$ cat config.mk
export PLATFORM = sky130hd
export DESIGN_NAME = nec_ir_pulse_decoder_flat
export DESIGN_NICKNAME = d
export VERILOG_FILES = /design/src/hdl/nec_ir_pkg.sv /design/src/hdl/nec_ir_if.sv /design/src/hdl/nec_ir_pulse_decoder.sv /design/src/flat_wrapper.sv
export SDC_FILE = /design/constraint.sdc
export NUM_CORES = 1
export LEC_CHECK = 0
export BUFFER_PORTS_ARGS = -buffer_cell sky130_fd_sc_hd__buf_2
export CELL_PAD_IN_SITES_DETAIL_PLACEMENT = 1
export CELL_PAD_IN_SITES_GLOBAL_PLACEMENT = 1
export CORE_ASPECT_RATIO = 0.5
export CORE_UTILIZATION = 41
export DETAILED_ROUTE_END_ITERATION = 8
export PLACE_DENSITY = 0.72
export SYNTH_ARGS = -nofsm -noshare
export SYNTH_HDL_FRONTEND = slang
export SYNTH_SLANG_ARGS = --single-unit
export TNS_END_PERCENT = 5
$ cat constraint.sdc
create_clock -name clock -period 2.2 [get_ports clock]
set_input_delay 0.22 -clock clock [delete_from_list [all_inputs] [get_ports clock]]
set_output_delay 0.22 -clock clock [all_outputs]
set_load 0.01 [all_outputs]
$ cat src/hdl/nec_ir_pkg.sv
// Package for the NEC infrared pulse decoder: event codes, pulse-width windows,
// field widths and the timeout default. No dependencies.
`default_nettype none

package nec_ir_pkg;

   localparam int CMD_W     = 2;
   localparam int WIDTH_W   = 16;
   localparam int KEY_W     = 8;
   localparam int REPEAT_W  = 8;
   localparam int TIMEOUT_W = 4;
   localparam int FRAME_W   = 32;
   localparam int ADDR_W    = 8;

   localparam int TIMEOUT_LIMIT = 14;

   typedef enum logic [CMD_W-1:0] {
      CMD_TICK = 2'd0,
      CMD_RISE = 2'd1,
      CMD_FALL = 2'd2,
      CMD_SCAN = 2'd3
   } cmd_type;

   // Open windows on the measured high time, in microseconds.
   localparam logic [WIDTH_W-1:0] ZERO_LO   = 16'd300;
   localparam logic [WIDTH_W-1:0] ZERO_HI   = 16'd800;
   localparam logic [WIDTH_W-1:0] ONE_LO    = 16'd1400;
   localparam logic [WIDTH_W-1:0] ONE_HI    = 16'd1800;
   localparam logic [WIDTH_W-1:0] REPEAT_LO = 16'd2200;
   localparam logic [WIDTH_W-1:0] REPEAT_HI = 16'd2600;
   localparam logic [WIDTH_W-1:0] LEADER_LO = 16'd4200;
   localparam logic [WIDTH_W-1:0] LEADER_HI = 16'd4700;

endpackage

`default_nettype wire

$ cat src/hdl/nec_ir_if.sv
// Valid/ready channel interfaces for the NEC infrared pulse decoder.
// Depends on nec_ir_pkg for the field widths.
`default_nettype none

interface nec_ir_req_if;
   logic                              valid;
   logic                              ready;
   logic [nec_ir_pkg::CMD_W-1:0]      cmd;
   logic [nec_ir_pkg::WIDTH_W-1:0]    pulse_width;

   modport source (output valid, output cmd, output pulse_width, input ready);
   modport sink   (input valid, input cmd, input pulse_width, output ready);
endinterface

interface nec_ir_rsp_if;
   logic                              valid;
   logic                              ready;
   logic [nec_ir_pkg::KEY_W-1:0]      key_code;
   logic                              leader_seen;
   logic                              frame_ready;
   logic [nec_ir_pkg::REPEAT_W-1:0]   repeat_count;

   modport source (output valid, output key_code, output leader_seen,
                   output frame_ready, output repeat_count, input ready);
   modport sink   (input valid, input key_code, input leader_seen,
                   input frame_ready, input repeat_count, output ready);
endinterface

`default_nettype wire

$ cat src/hdl/nec_ir_pulse_decoder.sv
// Top level of the NEC infrared pulse decoder: input register, decode logic,
// decoder state and result register. Depends on nec_ir_pkg and nec_ir_if.
//
//   Channel   Direction  Handshake          Payload
//   req_chan  in         valid/ready        cmd, pulse_width
//   rsp_chan  out        valid/ready        key_code, leader_seen, frame_ready,
//                                           repeat_count
//   csr_*     in         write enable only  device_address
//
// One transaction is accepted per cycle while the result channel does not stall;
// each passes through the input register and then the result register, with
// the whole state update done in one pass of logic between them.
// Reset clears the decoder state and both valid flags; the address register
// returns to zero. A stalled result holds the result register, and the input
// register then fills and holds until the result is taken.
`default_nettype none

module nec_ir_pulse_decoder #(
   parameter int TIMEOUT_LIMIT = nec_ir_pkg::TIMEOUT_LIMIT
) (
   input  wire                            clock,
   input  wire                            reset,
   nec_ir_req_if.sink                     req_chan,
   nec_ir_rsp_if.source                   rsp_chan,
   input  wire                            csr_wr_en,
   input  wire [nec_ir_pkg::ADDR_W-1:0]   csr_wr_data
);

   localparam logic [nec_ir_pkg::TIMEOUT_W-1:0] LIMIT_TICKS =
      TIMEOUT_LIMIT[nec_ir_pkg::TIMEOUT_W-1:0];

   // Configuration
   logic [nec_ir_pkg::ADDR_W-1:0]    addr_ff;

   // Input register
   logic                             s1_valid_ff;
   nec_ir_pkg::cmd_type              s1_cmd_ff;
   logic [nec_ir_pkg::WIDTH_W-1:0]   s1_width_ff;

   // Decoder state
   logic                             leader_ff, leader_in;
   logic                             ready_ff, ready_in;
   logic                             high_ff, high_in;
   logic [nec_ir_pkg::TIMEOUT_W-1:0] timeout_ff, timeout_in;
   logic [nec_ir_pkg::FRAME_W-1:0]   frame_ff, frame_in;
   logic [nec_ir_pkg::REPEAT_W-1:0]  repeats_ff, repeats_in;
   logic [nec_ir_pkg::KEY_W-1:0]     key_in;

   // Result register
   logic                             rsp_valid_ff;
   logic [nec_ir_pkg::KEY_W-1:0]     rsp_key_ff;
   logic                             rsp_leader_ff;
   logic                             rsp_ready_flag_ff;
   logic [nec_ir_pkg::REPEAT_W-1:0]  rsp_repeats_ff;

   logic s2_take;
   logic s1_adv;
   logic req_take;

   logic in_zero, in_one, in_repeat, in_leader;
   logic addr_ok, cmd_ok;
   logic [nec_ir_pkg::KEY_W-1:0] frame_addr, frame_naddr, frame_cmd, frame_ncmd;

   assign s2_take  = !rsp_valid_ff || rsp_chan.ready;
   assign s1_adv   = s1_valid_ff && s2_take;
   assign req_take = req_chan.valid && req_chan.ready;

   assign req_chan.ready = !s1_valid_ff || s2_take;

   assign rsp_chan.valid        = rsp_valid_ff;
   assign rsp_chan.key_code     = rsp_key_ff;
   assign rsp_chan.leader_seen  = rsp_leader_ff;
   assign rsp_chan.frame_ready  = rsp_ready_flag_ff;
   assign rsp_chan.repeat_count = rsp_repeats_ff;

   assign in_zero   = (s1_width_ff > nec_ir_pkg::ZERO_LO) &&
                      (s1_width_ff < nec_ir_pkg::ZERO_HI);
   assign in_one    = (s1_width_ff > nec_ir_pkg::ONE_LO) &&
                      (s1_width_ff < nec_ir_pkg::ONE_HI);
   assign in_repeat = (s1_width_ff > nec_ir_pkg::REPEAT_LO) &&
                      (s1_width_ff < nec_ir_pkg::REPEAT_HI);
   assign in_leader = (s1_width_ff > nec_ir_pkg::LEADER_LO) &&
                      (s1_width_ff < nec_ir_pkg::LEADER_HI);

   assign frame_addr  = frame_ff[31:24];
   assign frame_naddr = frame_ff[23:16];
   assign frame_cmd   = frame_ff[15:8];
   assign frame_ncmd  = frame_ff[7:0];
   assign addr_ok     = (frame_addr == ~frame_naddr) && (frame_addr == addr_ff);
   assign cmd_ok      = (frame_cmd == ~frame_ncmd);

   always_comb begin
      leader_in  = leader_ff;
      ready_in   = ready_ff;
      high_in    = high_ff;
      timeout_in = timeout_ff;
      frame_in   = frame_ff;
      repeats_in = repeats_ff;
      key_in     = '0;
      case (s1_cmd_ff)
         nec_ir_pkg::CMD_TICK: begin
            if (leader_ff) begin
               high_in = 1'b0;
               if (timeout_ff == '0) begin
                  ready_in = 1'b1;
               end
               if (timeout_ff < LIMIT_TICKS) begin
                  timeout_in = timeout_ff + 1'b1;
               end else begin
                  leader_in  = 1'b0;
                  timeout_in = '0;
               end
            end
         end
         nec_ir_pkg::CMD_RISE: begin
            high_in = 1'b1;
         end
         nec_ir_pkg::CMD_FALL: begin
            high_in = 1'b0;
            if (high_ff) begin
               if (leader_ff) begin
                  if (in_zero) begin
                     frame_in = {frame_ff[nec_ir_pkg::FRAME_W-2:0], 1'b0};
                  end else if (in_one) begin
                     frame_in = {frame_ff[nec_ir_pkg::FRAME_W-2:0], 1'b1};
                  end else if (in_repeat) begin
                     repeats_in = repeats_ff + 1'b1;
                     timeout_in = '0;
                  end
               end else if (in_leader) begin
                  leader_in  = 1'b1;
                  repeats_in = '0;
               end
            end
         end
         nec_ir_pkg::CMD_SCAN: begin
            if (ready_ff) begin
               if (addr_ok && cmd_ok) begin
                  key_in = frame_cmd;
               end
               // A zero command byte counts as no key at all.
               if (!(addr_ok && cmd_ok) || (frame_cmd == '0) || !leader_ff) begin
                  ready_in   = 1'b0;
                  repeats_in = '0;
               end
               if (addr_ok && cmd_ok && (frame_cmd != '0)) begin
                  leader_in  = 1'b0;
                  ready_in   = 1'b0;
                  high_in    = 1'b0;
                  timeout_in = '0;
               end
            end
         end
         default: begin
            high_in = high_ff;
         end
      endcase
   end

   always_ff @(posedge clock) begin
      if (reset) begin
         addr_ff      <= '0;
         s1_valid_ff  <= 1'b0;
         rsp_valid_ff <= 1'b0;
         leader_ff    <= 1'b0;
         ready_ff     <= 1'b0;
         high_ff      <= 1'b0;
         timeout_ff   <= '0;
         frame_ff     <= '0;
         repeats_ff   <= '0;
      end else begin
         if (csr_wr_en) begin
            addr_ff <= csr_wr_data;
         end
         if (req_chan.ready) begin
            s1_valid_ff <= req_chan.valid;
         end
         if (s2_take) begin
            rsp_valid_ff <= s1_valid_ff;
         end
         if (s1_adv) begin
            leader_ff  <= leader_in;
            ready_ff   <= ready_in;
            high_ff    <= high_in;
            timeout_ff <= timeout_in;
            frame_ff   <= frame_in;
            repeats_ff <= repeats_in;
         end
      end
   end

   always_ff @(posedge clock) begin
      if (req_take) begin
         s1_cmd_ff   <= nec_ir_pkg::cmd_type'(req_chan.cmd);
         s1_width_ff <= req_chan.pulse_width;
      end
      if (s1_adv) begin
         rsp_key_ff        <= key_in;
         rsp_leader_ff     <= leader_in;
         rsp_ready_flag_ff <= ready_in;
         rsp_repeats_ff    <= repeats_in;
      end
   end

`ifndef SYNTH
   // A delivered key always leaves the decoder disarmed with nothing pending.
   a_key_clears_status: assert property (@(posedge clock) disable iff (reset)
      rsp_valid_ff && (rsp_key_ff != '0) |-> !rsp_leader_ff && !rsp_ready_flag_ff)
      else $error("key delivered while status still set");

   // The timeout counter never runs past its limit.
   a_timeout_bound: assert property (@(posedge clock) disable iff (reset)
      timeout_ff <= LIMIT_TICKS)
      else $error("timeout counter beyond limit");

   // A scan with no frame pending yields no key.
   a_scan_idle: assert property (@(posedge clock) disable iff (reset)
      s1_adv && (s1_cmd_ff == nec_ir_pkg::CMD_SCAN) && !ready_ff
      |=> rsp_valid_ff && (rsp_key_ff == '0))
      else $error("key produced without a pending frame");

   // A tick never arms the receiver.
   a_tick_no_arm: assert property (@(posedge clock) disable iff (reset)
      s1_adv && (s1_cmd_ff == nec_ir_pkg::CMD_TICK) && !leader_ff |=> !leader_ff)
      else $error("tick armed the receiver");

   // Reset empties both registers of the pipeline.
   a_reset_empty: assert property (@(posedge clock)
      reset |=> !s1_valid_ff && !rsp_valid_ff)
      else $error("pipeline not empty after reset");
`endif

endmodule

`default_nettype wire
$ cat src/flat_wrapper.sv
// flat-port wrapper written by rule: the top's interface ports become plain ports
module nec_ir_pulse_decoder_flat 
#(
   parameter int TIMEOUT_LIMIT = nec_ir_pkg::TIMEOUT_LIMIT
)
  (clock, reset, csr_wr_en, csr_wr_data, req_chan_valid, req_chan_cmd, req_chan_pulse_width, req_chan_ready, rsp_chan_valid, rsp_chan_key_code, rsp_chan_leader_seen, rsp_chan_frame_ready, rsp_chan_repeat_count, rsp_chan_ready);
  nec_ir_req_if req_chan_i ();
  nec_ir_rsp_if rsp_chan_i ();
  input  wire clock;
  input  wire reset;
  input  wire csr_wr_en;
  input  wire [nec_ir_pkg::ADDR_W-1:0] csr_wr_data;
  input wire logic [$bits(req_chan_i.valid)-1:0] req_chan_valid;
  input wire logic [$bits(req_chan_i.cmd)-1:0] req_chan_cmd;
  input wire logic [$bits(req_chan_i.pulse_width)-1:0] req_chan_pulse_width;
  output wire logic [$bits(req_chan_i.ready)-1:0] req_chan_ready;
  output wire logic [$bits(rsp_chan_i.valid)-1:0] rsp_chan_valid;
  output wire logic [$bits(rsp_chan_i.key_code)-1:0] rsp_chan_key_code;
  output wire logic [$bits(rsp_chan_i.leader_seen)-1:0] rsp_chan_leader_seen;
  output wire logic [$bits(rsp_chan_i.frame_ready)-1:0] rsp_chan_frame_ready;
  output wire logic [$bits(rsp_chan_i.repeat_count)-1:0] rsp_chan_repeat_count;
  input wire logic [$bits(rsp_chan_i.ready)-1:0] rsp_chan_ready;
  assign req_chan_i.valid = req_chan_valid;
  assign req_chan_i.cmd = req_chan_cmd;
  assign req_chan_i.pulse_width = req_chan_pulse_width;
  assign req_chan_ready = req_chan_i.ready;
  assign rsp_chan_valid = rsp_chan_i.valid;
  assign rsp_chan_key_code = rsp_chan_i.key_code;
  assign rsp_chan_leader_seen = rsp_chan_i.leader_seen;
  assign rsp_chan_frame_ready = rsp_chan_i.frame_ready;
  assign rsp_chan_repeat_count = rsp_chan_i.repeat_count;
  assign rsp_chan_i.ready = rsp_chan_ready;
  nec_ir_pulse_decoder #(.TIMEOUT_LIMIT(TIMEOUT_LIMIT)) u_core (.clock(clock), .reset(reset), .req_chan(req_chan_i), .rsp_chan(rsp_chan_i), .csr_wr_en(csr_wr_en), .csr_wr_data(csr_wr_data));
endmodule
After elaboration in Yosys (flattened, before gate mapping)
Index checks and enable logic that the tools add are counted.
{"block": "word_totals", "output_inout_bits": 20, "elab_cells": 108, "inputBits": 31, "ff_bits": 93}
{"block": "classes", "mux": 39, "bitwise_logic": 2, "reduce_logical": 27, "add_sub_neg": 2, "magnitude_cmp": 9, "eq_ne": 14}
{"cell": "32-bit 2-to-1 mux", "n": 2}
{"cell": "8-bit 2-to-1 mux", "n": 8}
{"cell": "4-bit 2-to-1 mux", "n": 9}
{"cell": "8-bit == test", "n": 3}
{"cell": "16-bit by 11-bit greater-than comparator with 1-bit output (second input constant)", "n": 1}
{"cell": "16-bit by 12-bit greater-than comparator with 1-bit output (second input constant)", "n": 1}
{"cell": "16-bit by 13-bit greater-than comparator with 1-bit output (second input constant)", "n": 1}
{"cell": "16-bit by 9-bit greater-than comparator with 1-bit output (second input constant)", "n": 1}
{"cell": "16-bit by 10-bit < comparator with 1-bit output (second input constant)", "n": 1}
{"cell": "16-bit by 11-bit < comparator with 1-bit output (second input constant)", "n": 1}
{"cell": "16-bit by 12-bit < comparator with 1-bit output (second input constant)", "n": 1}
{"cell": "16-bit by 13-bit < comparator with 1-bit output (second input constant)", "n": 1}
{"cell": "8-bit NOT", "n": 2}
{"cell": "8-bit one-hot mux with 2 select lines", "n": 1}
{"cell": "1-bit 2-to-1 mux", "n": 15}
{"cell": "2-bit by 1-bit != test with 1-bit output (second input constant)", "n": 6}
{"cell": "4-bit one-hot mux with 3 select lines", "n": 1}
{"cell": "10-bit AND reduction", "n": 1}
{"cell": "1-bit logical AND", "n": 9}
{"cell": "8-bit by 1-bit adder with 8-bit output (second input constant)", "n": 1}
{"cell": "8-bit zero test", "n": 1}
{"cell": "8-bit nonzero test", "n": 1}
{"cell": "5-bit AND reduction", "n": 1}
{"cell": "4-bit by 1-bit adder with 4-bit output (second input constant)", "n": 1}
{"cell": "15 further kinds", "n": 23}

Logic depth before layout (Yosys ltp)
Gate-level depths: netlist (run 1).
{"block": "logic_depth", "ltp_word": 11, "depth_mapped": 9, "depth_no_buf": 8}

Least setup slack after synthesis (run 1)
Ideal clock, no wire load.
{"block": "synth_path", "kind": "flip-flop to flip-flop", "start": "reg u_core.s1_width_ff[4] (netlist bit)", "end": "reg u_core.rsp_repeats_ff, in the netlist u_core.rsp_chan.repeat_count[1], data pin", "path_buffers": 0, "arrival_time_ns": 2.088, "required_ns": 2.047, "slack_ns": -0.041, "stages_incl_launch_ff": 7, "period_less_slack_ns": 2.241, "setup_time_ns": 0.153, "path_cell_list": "edfxtp_1 -> o21a_1 -> o41a_1 -> or2_1 -> nor4_1 -> mux2_2 -> o21ai_0"}
{"block": "synth_between", "elab_chain_len": 8, "word_cells_on_any_way": 19, "cone_classes": "8 x order compare; 7 x mux; 4 x reduce/logical"}
{"element": "from (decl)", "line": "nec_ir_pulse_decoder.sv:38", "text": "logic [nec_ir_pkg::WIDTH_W-1:0] s1_width_ff;"}
{"element": "from (signal assigned)", "line": "nec_ir_pulse_decoder.sv:195", "text": "s1_width_ff <= req_chan.pulse_width;"}
{"element": "16-bit by 12-bit greater-than comparator with 1-bit output or 16-bit by 12-bit < comparator with 1-bit output (tied branches)", "line": "nec_ir_pulse_decoder.sv:80, nec_ir_pulse_decoder.sv:81"}
{"element": "1-bit logical AND", "line": "nec_ir_pulse_decoder.sv:80", "text": "assign in_repeat = (s1_width_ff > nec_ir_pkg::REPEAT_LO) &&"}
{"element": "8-bit 2-to-1 mux", "line": "nec_ir_pulse_decoder.sv:126", "text": "end else if (in_repeat) begin"}
{"element": "8-bit 2-to-1 mux", "line": "nec_ir_pulse_decoder.sv:124", "text": "end else if (in_one) begin"}
{"element": "8-bit 2-to-1 mux", "line": "nec_ir_pulse_decoder.sv:122", "text": "if (in_zero) begin"}
{"element": "8-bit 2-to-1 mux (*)", "line": "nec_ir_pulse_decoder.sv:121", "text": "if (leader_ff) begin"}
{"element": "8-bit 2-to-1 mux (*)", "line": "nec_ir_pulse_decoder.sv:120", "text": "if (high_ff) begin"}
{"element": "8-bit one-hot mux with 2 select lines (*)", "line": "nec_ir_pulse_decoder.sv:100", "text": "case (s1_cmd_ff)"}
{"element": "named net u_core.repeats_in (one bit)", "line": "nec_ir_pulse_decoder.sv:46", "text": "logic [nec_ir_pkg::REPEAT_W-1:0] repeats_ff, repeats_in;"}
{"element": "to (signal assigned)", "line": "nec_ir_pulse_decoder.sv:201", "text": "rsp_repeats_ff <= repeats_in;"}
{"element": "to (decl)", "line": "nec_ir_pulse_decoder.sv:54", "text": "logic [nec_ir_pkg::REPEAT_W-1:0] rsp_repeats_ff;"}
The timed path passes the listed nets; every way through them passes the cells marked *.
A chain may end at the register's enable or synchronous reset.

Worst setup path after layout (run 1)
{"block": "layout_path", "start": "reg u_core.s1_width_ff[5] (netlist bit)", "end": "reg u_core.rsp_repeats_ff, in the netlist u_core.rsp_chan.repeat_count[3], data pin"}
Same word-level chain as after synthesis.

==> results of run 1 <==
[power by group]
part | total (uW) | internal (uW) | switching, uW
clock network | 1560 | 801 | 755
logic | 309 | 132 | 177
registers | 1860 | 1830 | 27.6
total | 3730 | 2770 | 960
[sequential cells by signal, indices dropped and copies added (netlist names), 2 cells and up]
register,flops
u_core.frame_ff,32
u_core.s1_width_ff,16
u_core.addr_ff,8
u_core.repeats_ff,8
u_core.rsp_chan.key_code,8
u_core.rsp_chan.repeat_count,8
u_core.timeout_ff,4
u_core.s1_cmd_ff,2
[routing by layer]
| layer | wire length, um | vias to the layer above | GRT usage |
|---|---|---|---|
| met5 | 0 | - | 0 |
| met4 | 201 | 0 | 0.0694 |
| met3 | 364 | 19 | 0.0503 |
| met2 | 6680 | 60 | 0.395 |
| met1 | 6470 | 1984 | 0.299 |
| li1 | - | 1916 | - |
[metrics by stage]
| stage | hold WS (ns) | util | TNS (ns) | setup WS (ns) |
|---|---|---|---|---|
| finish | 0.0425 | 0.580 | -3.60 | -0.169 |
| floorplan | 0.319 | - | -0.0383 | -0.0383 |
| detailed placement | 0.399 | 0.518 | -1.82 | -0.115 |
| global placement | 0.398 | 0.518 | -0.215 | -0.0590 |
| global route | 0.0310 | 0.580 | -7.83 | -0.203 |
| CTS | 0.0359 | 0.550 | -1.51 | -0.0807 |
[cells in the mapped netlist, drive strengths merged (6+ instances only)]
master  number  area (sq um)
a21oi       18           101
a31oi        6          37.5
and2        13          81.3
clkbuf      19          71.3
dfxtp       57          1140
edfxtp      36          1080
ha           7          87.6
inv         11          41.3
mux2i       39           390
nand2       58           218
nand2b      10          62.6
nand3       19          95.1
nand4        8          56.3
nor2        25          93.8
nor3         7          40.0
nor4        10          77.6
o21ai       10          50.1
xnor2       11          96.3
xor2         7          61.3
[final cells by class]
type	instances	area, sq um	area share
Multi-Input combinational cell	326	2420	0.395
Sequential cell	93	2220	0.362
Timing Repair Buffer	135	983	0.160
Clock buffer	10	229	0.0373
Tap cell	140	175	0.0286
Clock inverter	6	57.6	0.00939
Inverter	11	41.3	0.00673
[critical path, cell delays in order, from the launching register on]
cell      delay, ns
edfxtp_1       0.46
buf_6          0.16
or4b_4         0.49
nor4_4         0.28
buf_6          0.17
buf_4          0.14
o41ai_2        0.09
a31oi_2        0.24
nand2_1        0.08
[worst max path at each step]
stage	start	end	slack, ns	cells past startpoint
3_3_place_gp	u_core.s1_width_ff[8]	u_core.rsp_chan.repeat_count[6]	-0.06	6
4_1_cts	u_core.s1_width_ff[8]	u_core.rsp_chan.repeat_count[7]	-0.08	6
3_5_place_dp	u_core.s1_width_ff[8]	u_core.rsp_chan.repeat_count[7]	-0.12	6
2_1_floorplan	u_core.s1_width_ff[8]	u_core.rsp_chan.repeat_count[2]	-0.04	7
6_report	u_core.s1_width_ff[5]	u_core.rsp_chan.repeat_count[3]	-0.17	8
5_1_grt	u_core.s1_width_ff[5]	u_core.rsp_chan.repeat_count[3]	-0.20	8
[timing repair]
| action | 4_1_cts | 5_1_grt |
|---|---|---|
| gates cloned | 0 | 2 |
| buffers inserted | 3 | 10 |
| resized for setup | 9 | 36 |
| pin swaps | 10 | 27 |
| hold buffers | 0 | 0 |
| endpoints found under the setup margin | 48 | 62 |
[cell families after synthesis]
group / synth area share
AND/OR/NAND/NOR: 0.202
flip-flops: 0.482
AO/OA/AOI/OAI: 0.139
multiplexers: 0.0896
buffers and inverters: 0.0339
XOR/XNOR: 0.0342
adder cells (fa/ha/maj): 0.0190
==> impl_metrics.json, run 1 <==
{
  "worst_ep_arrival_time_ns": 2.47,
  "row_count": 26,
  "drive_gt1_frac": 0.330,
  "wl_per_cell_um": 19.0,
  "maxSlewViolCount": 0,
  "synthesis.nets": 492,
  "first_pass_iters": 6,
  "final.min_clock_period_ns": 2.37,
  "dieArea_sq_um": 11700,
  "finalPower_uw": 3730,
  "routed_wl_um": 13700,
  "period_share": 1.08,
  "vias": 3979,
  "antenna_cells": 0,
  "fill_cells": 1170,
  "min-delay-start": "req_chan_pulse_width[13]",
  "path_max_fanout": 5,
  "place_congestion": 0.837,
  "rr_endpoint": "u_core.rsp_chan.repeat_count[3]",
  "hold_violations": 0,
  "syn_area_sq_um": 4610,
  "required_ns": 2.30,
  "grt_overflow": 0,
  "clk_path_buf_depth": 2,
  "clock-root-buffer": "clkbuf_16",
  "max_freq_ghz": 0.422,
  "grt_setup_unrepaired": "yes",
  "via_per_inst": 5.52,
  "cp-end-kind": "flop",
  "grt.total_usage": 0.233,
  "ir_worst_vdd_mv": 0.329,
  "grt_start_max_net_pins": 40,
  "synth_edf_count": 36,
  "stdcell_area_sq_um": 6130,
  "port_buffers": 50,
  "setup_violations": 50,
  "yosysWarnings": 0,
  "power_leakage_uw": 0.00231,
  "synth.ff_latch_count": 93,
  "clk_pin_slew_ns": 0.07,
  "grt_pass1_wl_um": 21300,
  "syn_avg_cell_area_sq_um": 10.2,
  "clock_sinks": 93,
  "p_per_area_nw_per_um2": 608,
  "worst-setup-path-type": "flop to flop",
  "placed_area_sq_um": 5480,
  "antenna_found_initial": 0,
  "status": "complete, but fails checks",
  "violations": "DRC, setup timing",
  "synth_cell_types": 66,
  "worst_slew_pin_slew_ns": 0.820,
  "maxSlewHeadroom": 0.453,
  "drtIter0Drc": 214,
  "min_to": "u_core.s1_width_ff[13]",
  "start_util": 0.436,
  "startpoint_type": "flop",
  "maxCapViolations": 0,
  "final_cell_mix": "buf_4, nand2_1, dfxtp_1",
  "finClkSkew_ns": 0.0110,
  "setup_slack_ns": -0.169,
  "dieWidth_um": 152,
  "hp-class": "input port to flop",
  "finalNetCount": 614,
  "final_antenna_net_count": 0,
  "postSynth.asyncResetShare": 0,
  "yosysSeqAreaShare": 0.482,
  "cts_tree": "yes",
  "final_cells": 721,
  "core_sq_um": 10600,
  "r2r_slack_ns": -0.17,
  "whs_path_depth": 1,
  "ioPinCount": 51,
  "reg2reg_from": "u_core.s1_width_ff[5]",
  "drc": 4,
  "reg2regPathDepth": 8,
  "cts_buffers": 9,
  "dp_hpwl_um": 9530,
  "dieHeight_um": 77.0,
  "place_inst": 690,
  "grt_pass1_vias": 4218,
  "final_common_cell": "buf_4",
  "synthFlopType": "dfxtp_1",
  "clk_latency_ns": 0.35,
  "area_delta_synth_final_pct": 33.1,
  "cts_max_level": 3,
  "synth_cells": 454
}
(Power assumes the default switching activity.)
==> inputs of run 2 (changes only) <==
--- a/config.mk
+++ b/config.mk
@@ -5,13 +5,14 @@
 export SDC_FILE = /design/constraint.sdc
 export NUM_CORES = 1
 export LEC_CHECK = 0
+export ABC_AREA = 1
 export BUFFER_PORTS_ARGS = -buffer_cell sky130_fd_sc_hd__buf_2
 export CELL_PAD_IN_SITES_DETAIL_PLACEMENT = 1
 export CELL_PAD_IN_SITES_GLOBAL_PLACEMENT = 1
 export CORE_ASPECT_RATIO = 0.5
-export CORE_UTILIZATION = 41
+export CORE_UTILIZATION = 39
 export DETAILED_ROUTE_END_ITERATION = 8
-export PLACE_DENSITY = 0.72
+export PLACE_DENSITY = 0.73
 export SYNTH_ARGS = -nofsm -noshare
 export SYNTH_HDL_FRONTEND = slang
 export SYNTH_SLANG_ARGS = --single-unit
==> impl_metrics.json, run 2 <==
{
  "grt_setup_unrepaired": "yes",
  "maxSlewViolCount": 0,
  "crit_chain": "nor2_4, nand3_1, o211ai_1, nand3_1, o21ai_1, nand2_2, buf_12, o21ai_0, a21oi_1",
  "maxSlewHeadroom": 0.514,
  "worst_ep_arrival_time_ns": 2.27,
  "synth_top_area_share": 0.237,
  "largest_reg_flops": 32,
  "clk_path_buf_depth": 2,
  "via_per_inst": 4.98,
  "core_sq_um": 11900,
  "placed_area_sq_um": 5220,
  "dieArea_sq_um": 12800,
  "synth.most_common_cell": "nand2_1",
  "routed_wl_um": 12900,
  "postSynth.asyncResetShare": 0,
  "synthTopCellsByArea": "dfxtp_1, edfxtp_1, nand2_1, nor2_1, inv_1",
  "final_cells": 884,
  "cp_slowest_cell": "edfxtp_1",
  "dieHeight_um": 80.6,
  "grt_start_max_net_pins": 54,
  "ir_worst_vdd_mv": 0.325,
  "cts_buffers": 9,
  "worst_slew_pin_slew_ns": 0.729,
  "synth_cell_types": 36,
  "ioPinCount": 51,
  "hold_violations": 0,
  "clk_pin_slew_ns": 0.07,
  "cts_hold_buf": 0,
  "first_pass_iters": 5,
  "hp-class": "input port to flop",
  "drtIter0Drc": 222,
  "place_congestion": 0.823,
  "regMostFlops": "u_core.frame_ff",
  "drc": 0,
  "clock_sinks": 93,
  "grt_overflow": 0,
  "grt_pass1_vias": 4404,
  "cts_tree": "yes",
  "place_inst": 863,
  "p_per_area_nw_per_um2": 684,
  "synth_edf_count": 36,
  "pre_cts_ws_ns": 0.119,
  "wl_per_cell_um": 14.6,
  "drive_gt1_frac": 0.132,
  "final_common_cell": "nand2_1",
  "final_antenna_net_count": 0,
  "crit_top_cell": "nand3_1",
  "power_leakage_uw": 0.00233,
  "grt_pass1_wl_um": 21800,
  "dieWidth_um": 159,
  "path_max_fanout": 53,
  "synth.largest_area_cell": "dfxtp_1",
  "grt.total_usage": 0.214,
  "clk_latency_ns": 0.34,
  "finalNetCount": 752,
  "max_freq_ghz": 0.490,
  "required_ns": 2.43,
  "cts_max_level": 3,
  "syn_area_sq_um": 4820,
  "clock-root-buffer": "clkbuf_16",
  "period_share": 0.928,
  "area_delta_synth_final_pct": 15.2,
  "start_util": 0.404,
  "row_count": 28,
  "final_cell_mix": "nand2_1, nor2_1, inv_1",
  "vias": 4405,
  "synthesis.nets": 700,
  "setup_violations": 0,
  "synth_cells": 662,
  "worst-setup-path-type": "flop to flop",
  "cp-end-kind": "flop",
  "yosysSeqAreaShare": 0.461,
  "finClkSkew_ns": 0.0133,
  "status": "complete, no violations",
  "top_regs": "u_core.frame_ff (32), u_core.s1_width_ff (16)",
  "synth.ff_latch_count": 93,
  "antenna_cells": 0,
  "worst_path_largest_cell_delay_ns": 0.53,
  "fin_tns_setup_ns": 0,
  "yosysWarnings": 0,
  "startpoint_type": "flop",
  "setup_slack_ns": 0.158,
  "synth_common_cells": "nand2_1, nor2_1, inv_1",
  "synthFlopType": "dfxtp_1",
  "antenna_found_initial": 0,
  "final.min_clock_period_ns": 2.04,
  "dp_hpwl_um": 9370,
  "syn_avg_cell_area_sq_um": 7.28,
  "maxCapViolations": 0,
  "port_buffers": 50,
  "stdcell_area_sq_um": 5550
}
## run 2: through the flow
stage,total power (uW),util,hold WS [ns]
CTS,3830,0.461,0.0450
global placement,2300,0.437,0.396
floorplan,2180,-,0.319
detailed placement,2310,0.437,0.398
finish,3800,0.465,0.0545
global route,3970,0.465,0.0400
## run 2: where the power goes
part	switching [uW]	total, uW	internal, uW
clock network	724	1510	791
registers	57.9	1920	1860
logic	231	367	136
## run 2: repair_timing
action / in CTS / in global routing
resized for setup: 0 / 6
endpoints found under the setup margin: 0 / 36
setup buffers: 0 / 5
## run 2: logic make-up (layout without fill, tap and decap cells)
kind of cell,Yosys count,after routing,synth area share
AND/OR/NAND/NOR,335,335,0.290
XOR/XNOR,8,8,0.0145
buffers and inverters,105,162,0.0913
flip-flops,93,93,0.461
AO/OA/AOI/OAI,114,114,0.125
adder cells (fa/ha/maj),7,7,0.0182
## run 2: final timing paths
| kind | from | end | slack [ns] | cells past startpoint |
|---|---|---|---|---|
| setup / recovery | u_core.s1_width_ff[6] | u_core.frame_ff[6] | 0.16 | 9 |
| hold / removal | req_chan_pulse_width[13] | u_core.s1_width_ff[13] | 0.05 | 1 |
| setup reg to reg | u_core.s1_width_ff[6] | u_core.frame_ff[6] | 0.16 | 9 |
| hold reg to reg | u_core.addr_ff[4] | u_core.addr_ff[4] | 0.48 | 2 |
## run 2: layer usage
layer  part of all wire  global-route usage
met3              0.025              0.0424
met1               0.50               0.279
met5                  0                   0
met4             0.0062              0.0433
met2               0.46               0.371
## run 2: critical path: cells and delay by family, from the launching register on
kind | cells | cell delay (ns)
AO/OA/AOI/OAI | 4 | 0.60
buffers and inverters | 1 | 0.22
flip-flops | 1 | 0.53
AND/OR/NAND/NOR | 4 | 0.55
## run 2: cell type report
cell class                 instances  area [sq um]
multi-input combinational        464          2170
fill                            1544          6390
timing repair buffer              63           360
inverter                          83           313
clock inverter                     6          52.6
clock buffer                      10           229
tap                              165           206
sequential                        93          2220
